$ cat src/rtl/rhh_pkg.sv
// shared types and constants of the robin hood hash table
// no dependencies
package rhh_pkg;

	typedef enum logic [2:0] {
		S_CLEAR,
		S_IDLE,
		S_HASH,
		S_READ,
		S_CHECK,
		S_FIN
	} state_t;

	typedef struct packed {
		logic start;
		logic step;
	} hash_ctl_t;

	localparam logic [1:0] ST_INSERTED = 2'd0;
	localparam logic [1:0] ST_FOUND    = 2'd1;
	localparam logic [1:0] ST_ABSENT   = 2'd2;
	localparam logic [1:0] ST_FULL     = 2'd3;

	localparam logic        KIND_INSERT = 1'b0;
	localparam logic [31:0] HASH_SEED   = 32'd5381;
	localparam int          HASH_SHIFT  = 5;
	localparam int          TABLE_BITS_RESET = 10;

endpackage

$ cat src/rtl/rhh_hash.sv
// djb2 hash unit, one key byte per cycle while ctl.step is set, keeps only the low W bits
// depends on rhh_pkg
module rhh_hash import rhh_pkg::*; #(
	parameter int W = 10
) (
	input  logic         clk,
	input  logic         arst_n,
	input  hash_ctl_t    ctl,
	input  logic [7:0]   data_byte,
	output logic [W-1:0] hash
);

	logic [W+7:0] sum;
	logic [W-1:0] h_q;

	// h*33 + byte, upper bits never reach the masked index
	assign sum = ({8'b0, h_q} << HASH_SHIFT) + {8'b0, h_q} + {{W{1'b0}}, data_byte};

	always_ff @(posedge clk or negedge arst_n) begin
		if (!arst_n) begin
			h_q <= HASH_SEED[W-1:0];
		end else if (ctl.start) begin
			h_q <= HASH_SEED[W-1:0];
		end else if (ctl.step) begin
			h_q <= sum[W-1:0];
		end
	end

	assign hash = h_q;

endmodule

$ cat config.mk
export PLATFORM = sky130hd
export DESIGN_NAME = rhh_hash
export DESIGN_NICKNAME = d
export VERILOG_FILES = /design/src/rtl/rhh_pkg.sv /design/src/rtl/rhh_hash.sv
export SDC_FILE = /design/constraint.sdc
export NUM_CORES = 1
export LEC_CHECK = 0
export ABC_AREA = 1
export BUFFER_PORTS_ARGS = -buffer_cell sky130_fd_sc_hd__buf_2
export CAP_MARGIN = 20
export CORE_MARGIN = 4
export CORE_UTILIZATION = 44
export DETAILED_ROUTE_END_ITERATION = 6
export GPL_TIMING_DRIVEN = 0
export HOLD_SLACK_MARGIN = 0.08
export PLACE_DENSITY = 0.7
export SLEW_MARGIN = 20
export SYNTH_ARGS = -nofsm -noshare
export SYNTH_HDL_FRONTEND = slang
export SYNTH_SLANG_ARGS = --single-unit
$ cat constraint.sdc
create_clock -name clk -period 2.03 [get_ports clk]
set_input_delay 0.1015 -clock clk [delete_from_list [all_inputs] [get_ports clk]]
set_output_delay 0.1015 -clock clk [all_outputs]
set_load 0.005 [all_outputs]
# Yosys cells after proc, flatten, opt, wreduce, memory -nomap -nowiden
# Index checks and enable logic that the tools add are counted.
# classes
n_addsub,2
muxes,2
n_reduce_logical,1
# ops
operator,count
2-to-1 mux 10 bit,2
adder 10 bit,1
adder 10 x 8 -> 10 bit,1
nonzero test 2 bit,1
# totals
ff_bits,10
input_bits,12
out_inout_bits,10

# Logic depth before layout (Yosys ltp)
# Gate-level depths: netlist of run 1.
# depth
word_depth,4
ltp_mapped,11
depth_no_buf,11

# Worst setup path before layout of run 1
# No wires, ideal clock.
# synth_path
kind,reg-to-reg
start,register h_q[0] (netlist: hash[0])
end,register h_q[6] (netlist: hash[6])
t_arrival_ns,1.891
setup_ns,0.117
stages_incl_launch_ff,11
path_slack_ns,0.021
cell_sequence,dfstp_2 > inv_1 > fa_1 > inv_1 > ha_1 > nand2_1 > nand3b_2 > nand2_1 > nand2_1 > nand3_1 > nand2_1
# synth_between
elab_chain_cells,4
# synth_lines
item,line_no,source
"start, declared",rhh_hash.sv:14,logic [W-1:0] h_q;
"start signal, assigned",rhh_hash.sv:21,h_q <= HASH_SEED[W-1:0];
"start signal, assigned",rhh_hash.sv:23,h_q <= HASH_SEED[W-1:0];
"start signal, assigned",rhh_hash.sv:25,h_q <= sum[W-1:0];
adder 10 bit,rhh_hash.sv:17,"assign sum = ({8'b0, h_q} << HASH_SHIFT) + {8'b0, h_q} + {{W{1'b0}}, data_byte};"
adder 10 x 8 -> 10 bit,rhh_hash.sv:17,
2-to-1 mux 10 bit,rhh_hash.sv:24,end else if (ctl.step) begin
2-to-1 mux 10 bit,rhh_hash.sv:22,end else if (ctl.start) begin
# Every way passes these cells. The select of a mux whose other input is x is not followed.
# A chain may end at the register's enable or synchronous reset.

# Final worst setup path of run 1
# layout_path
start,register h_q[0] (netlist: hash[0])
end,register h_q[8] (netlist: hash[8])
# Same word-level chain as after synthesis.

==> results of run 1 <==
## critical path, cell delays in order (launching register included)
cell and delay (ns):
dfstp_2 0.54, inv_2 0.05, fa_1 0.49, inv_2 0.05, ha_4 0.30, nand2_4 0.07
nor2_4 0.12, nand3_2 0.07, nand2_1 0.06, nand2_1 0.04, nand3_1 0.07, nand2_1 0.06
## cell usage in the layout, fill, tap and decap left out, drive strengths merged
| cell type | Yosys | final |
|---|---|---|
| a21oi | 5 | 5 |
| a22o | 1 | 1 |
| buf | 0 | 25 |
| clkbuf | 0 | 4 |
| dfrtp | 7 | 7 |
| dfstp | 3 | 3 |
| dlygate4sd3 | 0 | 2 |
| fa | 4 | 4 |
| ha | 14 | 14 |
| inv | 21 | 21 |
| nand2 | 45 | 45 |
| nand3 | 11 | 11 |
| nand3b | 4 | 4 |
| nor2 | 5 | 5 |
| o21ai | 3 | 3 |
| or2 | 2 | 2 |
| xnor2 | 1 | 1 |
| xor2 | 1 | 1 |
## layout make-up
class	instances	area [um^2]	share of cell area (%)
Tap cell	27	33.8	2.60
Inverter	21	78.8	6.06
Timing Repair Buffer	27	155	11.9
Clock buffer	4	26.3	2.02
Sequential cell	10	255	19.6
Multi-Input combinational cell	96	752	57.8
## power groups by stage
stage                     registers (mW)  clock network (mW)  logic, mW
after floorplan                    0.294                   0      0.462
after global placement             0.295                   0      0.600
after detailed placement           0.300                   0      0.621
after CTS                          0.295               0.156      0.703
after global routing               0.302               0.171      0.929
final                              0.298               0.151      0.832
## worst paths after layout
path | to | from | cells past startpoint
max in group asynchronous | hash[2]$_DFFE_PN1P_ | arst_n | 2
worst min-delay path | hash[2]$_DFFE_PN1P_ | ctl[1] | 3
min in group asynchronous | hash[1]$_DFFE_PN0P_ | arst_n | 2
worst max-delay path | hash[8]$_DFFE_PN1P_ | hash[0]$_DFFE_PN1P_ | 11
worst max register to register | hash[8]$_DFFE_PN1P_ | hash[0]$_DFFE_PN1P_ | 11
worst min register to register | hash[2]$_DFFE_PN1P_ | hash[2]$_DFFE_PN1P_ | 2
## per-layer routing
| layer | up-vias | global-route usage [%] | wire, um |
|---|---|---|---|
| met5 | - | 0 | 0 |
| li1 | 466 | - | - |
| met1 | 415 | 22.6 | 1010 |
| met4 | 0 | 6.07 | 23 |
| met2 | 30 | 33.7 | 1340 |
| met3 | 4 | 3.49 | 177 |
## cells by family (layout without fill, tap and decap cells)
logic type	after synthesis	in the layout	share of synthesized area, %
xor gates and xnor gates	2	2	1.80
and+or+nand+nor	67	67	32.3
AOI/OAI and AO/OA	9	9	5.41
buffers and inverters	21	52	8.11
DFF	10	10	26.1
adders and majority gates	18	18	26.3
## metrics by stage
| step | setup slack, ns | utilization [%] |
|---|---|---|
| detailed placement | -0.115 | 55.0 |
| global route | -0.0701 | 64.4 |
| CTS | 0.00438 | 60.1 |
| global placement | -0.102 | 55.0 |
| floorplan | 0.0215 | - |
| finish | 0.0186 | 64.4 |
## timing repair
item	4_1_cts	5_1_grt
pin swaps	0	11
endpoints found under the setup margin	5	5
endpoints found under the hold margin	11	0
gates resized for setup	8	17
hold buffers	2	0
buffers inserted	2	2
==> flow_summary.yaml, run 1 <==
run_status:
  status: "complete, no violations"
sta:
  slew_viol_final: 0
  max_freq_ghz: 0.497
  finalCritPeriodShare_pct: 99.1
  finalSetupTns_ns: 0
  fin_hold_ws_ns: 0.131
  worst_clock_skew_ns: 0.00810
  timing.final.hold_violations: 0
  min_period_ns: 2.01
  setup_viol: 0
  relSlewSlack_pct: 73.7
  tightest_slew_ns: 0.394
  rsz0062_at_grt: "yes"
pwr:
  p_int_mw: 0.695
  p_switching_mw: 0.585
  power_switching_share_pct: 45.7
  p_leak_nw: 0.690
  power_mw: 1.28
  p_clk_share_pct: 11.8
  power_frac_comb_pct: 65.0
  vdd_ir_drop_max_v: 0.000614
  powerDensity_nw_per_um2: 984
  seqPwrFrac_pct: 23.3
detailed_routing:
  firstDrtPassIters: 6
  vias_per_cell: 4.95
  vias: 915
  wl_per_cell_um: 13.8
  wl_um: 2550
  post-route-drc-count: 0
  drtAntennaViolNets: 0
  initialDrtViolationCount: 38
place:
  dp.cells: 175
  hpwl_um: 1760
  dpl_cell_area_um2: 1110
  io_buffers: 21
  gp_congestion: 0.866
layout:
  drive_gt1_share_pct: 38.0
  largest_reg_flops: 10
  num-nets-final: 189
  stdcell_count: 185
  area_growth_pct: 33.8
  n_fill_cell: 162
  num_antenna_cells: 0
  fin_area_um2: 1300
logic_synthesis:
  synth.most_common_cell: "nand2_1"
  yosys-top-cells-count: "nand2_1 (44), inv_1 (19), ha_1 (14)"
  ys_warn_count: 0
  synth-edff-count: 0
  async_flop_share_pct: 100
  ys_seq_area_share_pct: 26.1
  syn_area_per_cell_um2: 7.65
  synth_top_area_share_pct: 18.0
  synth_nets: 157
  synth_ff_type: "dfrtp_1"
  synth_area_um2: 972
  ys_types: 24
  yosys.area.top_type: "dfrtp_1"
  ys_ff_latch: 10
  ys_top_cells_by_area: "dfrtp_1 (18%), ha_1 (18%), nand2_1 (17%)"
  syn-instance-count: 127
floorplan:
  io_pins: 22
  die_x_um: 55.0
  rows: 16
  start_util_pct: 48.1
  die_area_um2: 3030
  coreArea_um2: 2020
  die_h_um: 55.0
setup_path:
  cp.required_ns: 2.23
  arrival_ns: 2.21
  crit_fanout: 5
  r2r_setup_slack_ns: 0.02
  cp-end-kind: "register"
  start_kind: "register"
  crit_type: "reg -> reg"
global_routing:
  grt_max_degree: 11
  grt_pass1_vias: 881
  grt_use_total_pct: 18.9
  gr-total-overflow: 0
  antenna_found_initial: 0
  grt_pass1_wl_um: 3920
min_path:
  hold_path_class: "in -> reg"
cts:
  tritoncts: "yes"
  clk_latency_ns: 0.27
  root_buffer: "clkbuf_4"
  h-tree-depth: 1
  clkSlewWorstSetupHoldPaths_ns: 0.08
  cts_buffers: 3
  clk_path_buf_depth: 2
  clock_sinks: 10
job:
  maxCapViolations: 0
(Power assumes the default switching activity.)
==> inputs of run 2 (changes only) <==
--- a/config.mk
+++ b/config.mk
@@ -13,6 +13,7 @@
 export DETAILED_ROUTE_END_ITERATION = 6
 export GPL_TIMING_DRIVEN = 0
 export HOLD_SLACK_MARGIN = 0.08
+export MAX_ROUTING_LAYER = met4
 export PLACE_DENSITY = 0.7
 export SLEW_MARGIN = 20
 export SYNTH_ARGS = -nofsm -noshare
==> constraint.sdc (replaced) <==
create_clock -name clk -period 2.03 [get_ports clk]
set_input_delay 0.203 -clock clk [delete_from_list [all_inputs] [get_ports clk]]
set_output_delay 0.203 -clock clk [all_outputs]
set_load 0.005 [all_outputs]
==> run 2 against run 1 <==
Net effect: the flow now finishes with violations (design-rule violations); final cell count shrank 0.54%; sequential share of layout area is 0.15 points higher; critical path depth shrank 1; die area is the same; combinational power decreased by 0.5%; clock power barely moved; sequential cell count unchanged; largest cell class unchanged.
==> flow_summary.yaml, run 2 (synthesized netlist as in run 1, its figures left out) <==
floorplan:
  rows: 16
  coreArea_um2: 2020
  die_x_um: 55.0
  io_pins: 22
  start_util_pct: 48.1
  die_area_um2: 3030
  die_h_um: 55.0
sta:
  worst_slack_ns: 0.0160
  tightest_slew_ns: 0.375
  finalCritPeriodShare_pct: 99.2
  worst_clock_skew_ns: 0.00812
  relSlewSlack_pct: 75.0
  slew_viol_final: 0
  max_freq_ghz: 0.497
  min_period_ns: 2.01
  setup_viol: 0
  timing.final.hold_violations: 0
  rsz0062_at_grt: "yes"
layout:
  largest_reg_flops: 10
  layout_common_cells: "nand2_1 (38), buf_2 (21), inv_1 (16), ha_1 (9), nand3_1 (8)"
  stdcell_count: 184
  area_growth_pct: 32.8
  num-nets-final: 188
  multi_input_area_um2: 752
  num_antenna_cells: 0
  ff_latch_area_um2: 255
  final_common_cell: "nand2_1"
  n_fill_cell: 163
  drive_gt1_share_pct: 38.2
global_routing:
  grt_use_total_pct: 19.1
  grt_pass1_vias: 870
  antenna_found_initial: 0
  use_met3_pct: 3.49
  grtUsageMet2_pct: 32.9
  busiest_layer: "met2"
  gr-total-overflow: 0
  grt_pass1_wl_um: 3860
  grt_max_degree: 11
  grt_util_met1_pct: 22.4
detailed_routing:
  firstDrtPassIters: 7
  vias_per_cell: 4.94
  drtAntennaViolNets: 0
  wl_um: 2530
  vias: 909
  post-route-drc-count: 1
  wl_per_cell_um: 13.8
  initialDrtViolationCount: 17
cts:
  clk_latency_ns: 0.27
  cts_buffers: 3
  tritoncts: "yes"
  clk_path_buf_depth: 2
  clock_sinks: 10
  root_buffer: "clkbuf_4"
  clkSlewWorstSetupHoldPaths_ns: 0.08
  h-tree-depth: 1
place:
  pre_cts_ws_ns: -0.115
  io_buffers: 21
  dp.cells: 175
  hpwl_um: 1760
  gp_congestion: 0.880
setup_path:
  slowest_stage: "dfstp_2"
  crit_type: "reg -> reg"
  arrival_ns: 2.18
  max_stage_delay_ns: 0.54
  cp-end-kind: "register"
  start_kind: "register"
  path_cells: "inv_2 -> fa_1 -> inv_2 -> ha_4 -> nand2_4 -> nand3b_4 -> nand2_2 -> nand2_1 -> nand3_1 -> nand2_1"
  crit_fanout: 5
  cp.required_ns: 2.19
pwr:
  vdd_ir_drop_max_v: 0.000619
  p_switching_mw: 0.587
  p_clk_share_pct: 12.1
  seqPwrFrac_pct: 23.3
  power_frac_comb_pct: 64.6
  p_leak_nw: 0.686
  powerDensity_nw_per_um2: 992
  power_switching_share_pct: 45.9
  p_int_mw: 0.693
job:
  maxCapViolations: 0
min_path:
  hold_path_class: "in -> reg"
run_status:
  status: "finished with violations"
  violations: "design-rule violations"
## run 2: cell types whose count changed in the layout (fill, tap and decap cells not counted)
cell	before	now
dlygate4sd3_1	2	1
## run 2: final timing paths
path	start	cells after the start	slack, ns	end
min reg2reg	hash[2]$_DFFE_PN1P_	2	0.51	hash[2]$_DFFE_PN1P_
max in group asynchronous	arst_n	2	1.45	hash[2]$_DFFE_PN1P_
min	ctl[0]	2	0.17	hash[0]$_DFFE_PN1P_
max reg2reg	hash[0]$_DFFE_PN1P_	10	0.02	hash[6]$_DFFE_PN0P_
max	hash[0]$_DFFE_PN1P_	10	0.02	hash[6]$_DFFE_PN0P_
min in group asynchronous	arst_n	2	0.31	hash[3]$_DFFE_PN0P_
## run 2: power by group through the flow
stage                     Combinational, mW  Clock, mW  Sequential (mW)
after floorplan                       0.462          0            0.294
after global placement                0.600          0            0.295
after detailed placement              0.621          0            0.300
after CTS                             0.701      0.156            0.295
after global routing                  0.928      0.171            0.302
final                                 0.828      0.154            0.299
## run 2: area by class of cell
type / instances / share of cell area, %
Sequential cell: 10 / 19.8
Inverter: 21 / 6.10
Timing Repair Buffer: 26 / 11.2
Clock buffer: 4 / 2.03
Tap cell: 27 / 2.62
Multi-Input combinational cell: 96 / 58.2
## run 2: what timing repair did
item / in CTS / in global routing
hold buffers: 1 / 0
resized for setup: 8 / 17
endpoints found under the setup margin: 5 / 5
endpoints found under the hold margin: 10 / 0
buffers inserted: 2 / 2
pin swaps: 0 / 11
## run 2: critical path: cells and delay by family (launching register included)
family / cells / cell delay [ns]
and+or+nand+nor: 6 / 0.45
buffers and inverters: 2 / 0.10
adders and majority gates: 2 / 0.79
DFF: 1 / 0.54
## run 2: metrics by stage
step / cell area, um^2 / power [mW] / utilization (%) / setup TNS (ns) / hold WS, ns
final: 1290 / 1.28 / 63.9 / 0 / 0.167
after global routing: 1290 / 1.40 / 63.9 / -0.201 / 0.177
after CTS: 1210 / 1.15 / 59.7 / 0 / 0.169
after detailed placement: 1110 / 0.921 / 55.0 / -0.303 / 0.0928
after global placement: 1110 / 0.896 / 55.0 / -0.236 / 0.0821
after floorplan: 972 / 0.756 / - / 0 / -0.0926
## run 2: routing by layer
metal,part of all wire [%],routed length (um)
met4,1.2,30
met3,5.0,127
met5,0,0
met2,52,1320
met1,42,1050
==> inputs of run 3 (changes only) <==
--- a/config.mk
+++ b/config.mk
@@ -14,7 +14,7 @@
 export GPL_TIMING_DRIVEN = 0
 export HOLD_SLACK_MARGIN = 0.08
 export MAX_ROUTING_LAYER = met4
-export PLACE_DENSITY = 0.7
+export PLACE_DENSITY = 0.67
 export SLEW_MARGIN = 20
 export SYNTH_ARGS = -nofsm -noshare
 export SYNTH_HDL_FRONTEND = slang
==> run 3 against run 2 <==
Net effect: the run now ends clean; core utilization decreased by 0.87 points; power decreased by 0.59%; clock power increased by 23%; cell area decreased by 1.4%; global-route usage decreased by 1.2 points; sequential power decreased by 2%; final cell count increased by 0.54%; sequential cell count unchanged; combinational power decreased by 4.7%; register-to-register slack improved by 0.03 ns; non-clock buffer count increased by 1; largest cell class unchanged; largest power group unchanged; highest routed layer unchanged.
==> flow_summary.yaml, run 3 (synthesized netlist as in run 1, its figures left out) <==
run_status:
  status: "complete, no violations"
setup_path:
  reg2reg_to: "hash[8]$_DFFE_PN1P_"
  max_stage_delay_ns: 0.54
  start_kind: "register"
  rr_worst_depth: 11
  arrival_ns: 2.21
  path_cells: "inv_2 -> fa_1 -> inv_2 -> ha_4 -> nand2_2 -> nand2_2 -> a21oi_2 -> nand2_1 -> nand2_1 -> nand3_1 -> nand2_1"
  crit_path_frequent_cell: "nand2_1"
  cp.required_ns: 2.26
  crit_fanout: 4
  slowest_stage: "dfstp_2"
  cp-end-kind: "register"
  r2r_setup_slack_ns: 0.04
  crit_type: "reg -> reg"
  r2r_start: "hash[0]$_DFFE_PN1P_"
layout:
  num-nets-final: 189
  n_fill_cell: 183
  layout_common_cells: "nand2_1 (37), buf_2 (21), inv_1 (17), ha_1 (10), nand3_1 (9)"
  num_antenna_cells: 0
  drive_gt1_share_pct: 37.3
  largest_reg_flops: 10
  area_growth_pct: 31.0
  final_common_cell: "nand2_1"
sta:
  timing.final.hold_violations: 0
  finalCritPeriodShare_pct: 97.9
  min_period_ns: 1.99
  slew_viol_final: 0
  relSlewSlack_pct: 75.5
  max_freq_ghz: 0.503
  worst_clock_skew_ns: 0.00287
  rsz0062_at_grt: "yes"
  worst_slack_ns: 0.0434
  setup_viol: 0
  fin_hold_ws_ns: 0.171
  tightest_slew_ns: 0.367
detailed_routing:
  vias: 892
  drtAntennaViolNets: 0
  firstDrtPassIters: 4
  wl_per_cell_um: 12.5
  initialDrtViolationCount: 9
  vias_per_cell: 4.82
  post-route-drc-count: 0
  wl_um: 2310
floorplan:
  rows: 16
  start_util_pct: 48.1
  io_pins: 22
  die_x_um: 55.0
  die_h_um: 55.0
  die_area_um2: 3030
  coreArea_um2: 2020
cts:
  tritoncts: "yes"
  h-tree-depth: 1
  cts_buffers: 3
  clk_latency_ns: 0.28
  clock_sinks: 10
  root_buffer: "clkbuf_4"
  clkSlewWorstSetupHoldPaths_ns: 0.07
  clk_path_buf_depth: 2
pwr:
  powerDensity_nw_per_um2: 999
  vdd_ir_drop_max_v: 0.000562
  power_mw: 1.27
  p_leak_nw: 0.691
place:
  io_buffers: 21
  hpwl_um: 1770
  gp_congestion: 0.872
  pre_cts_ws_ns: -0.144
min_path:
  whs_endpoint: "hash[0]$_DFFE_PN1P_"
  hp-start: "ctl[0]"
  whs_path_depth: 2
  hold_path_class: "in -> reg"
global_routing:
  grt_use_total_pct: 17.9
  antenna_found_initial: 0
  grt_pass1_vias: 871
  grt_pass1_wl_um: 3710
  grt_max_degree: 11
  gr-total-overflow: 0
job:
  maxCapViolations: 0
-- run 3: worst max path at each step --
| stage | startpoint | end | cells after the start |
|---|---|---|---|
| 6_report | hash[0]$_DFFE_PN1P_ | hash[8]$_DFFE_PN1P_ | 11 |
| 3_3_place_gp | hash[0]$_DFFE_PN1P_ | hash[8]$_DFFE_PN1P_ | 10 |
| 5_1_grt | hash[0]$_DFFE_PN1P_ | hash[8]$_DFFE_PN1P_ | 11 |
| 3_5_place_dp | hash[0]$_DFFE_PN1P_ | hash[8]$_DFFE_PN1P_ | 11 |
| 4_1_cts | hash[1]$_DFFE_PN0P_ | hash[8]$_DFFE_PN1P_ | 10 |
| 2_1_floorplan | hash[0]$_DFFE_PN1P_ | hash[6]$_DFFE_PN0P_ | 10 |
-- run 3: stage by stage --
step / cell area [um^2] / setup TNS, ns / utilization, % / std cells
5_1_grt: 1270 / -0.164 / 63.0 / 185
3_5_place_dp: 1110 / -0.380 / 55.0 / 175
3_3_place_gp: 1110 / -0.273 / 55.0 / 175
2_1_floorplan: 972 / 0 / - / 127
4_1_cts: 1210 / 0 / 60.1 / 184
6_report: 1270 / 0 / 63.0 / 185
-- run 3: area by class of cell --
cell class / count / area [um^2] / area share (%)
clock buffer: 4 / 36.3 / 2.85
inverter: 21 / 78.8 / 6.19
multi-input combinational: 96 / 714 / 56.1
sequential: 10 / 254 / 19.9
tap: 27 / 33.8 / 2.65
timing repair buffer: 27 / 156 / 12.3
-- run 3: worst max-delay path: cells and delay by family (launching register included) --
family | cells | cell delay [ns]
AO/OA/AOI/OAI | 1 | 0.18
adder cells (fa/ha/maj) | 2 | 0.74
buffers and inverters | 2 | 0.10
flip-flops | 1 | 0.54
AND/OR/NAND/NOR | 6 | 0.38
-- run 3: what timing repair did --
item,in CTS,in global routing
pin swaps,1,14
cloned,0,0
buffers inserted,4,1
hold buffers,1,0
resized for setup,4,14
setup endpoints to repair,5,5
hold endpoints to repair,10,0
-- run 3: per-layer routing --
layer | track usage, % | share of wire [%]
met1 | 21.6 | 45
met5 | - | 0
met3 | 4.83 | 4.5
met2 | 30.3 | 50
met4 | 2.83 | 0.91
-- run 3: power breakdown --
group          total (mW)  switching [mW]  internal (mW)
Clock               0.190          0.0808          0.109
Sequential          0.294          0.0467          0.247
Combinational       0.789           0.418          0.371
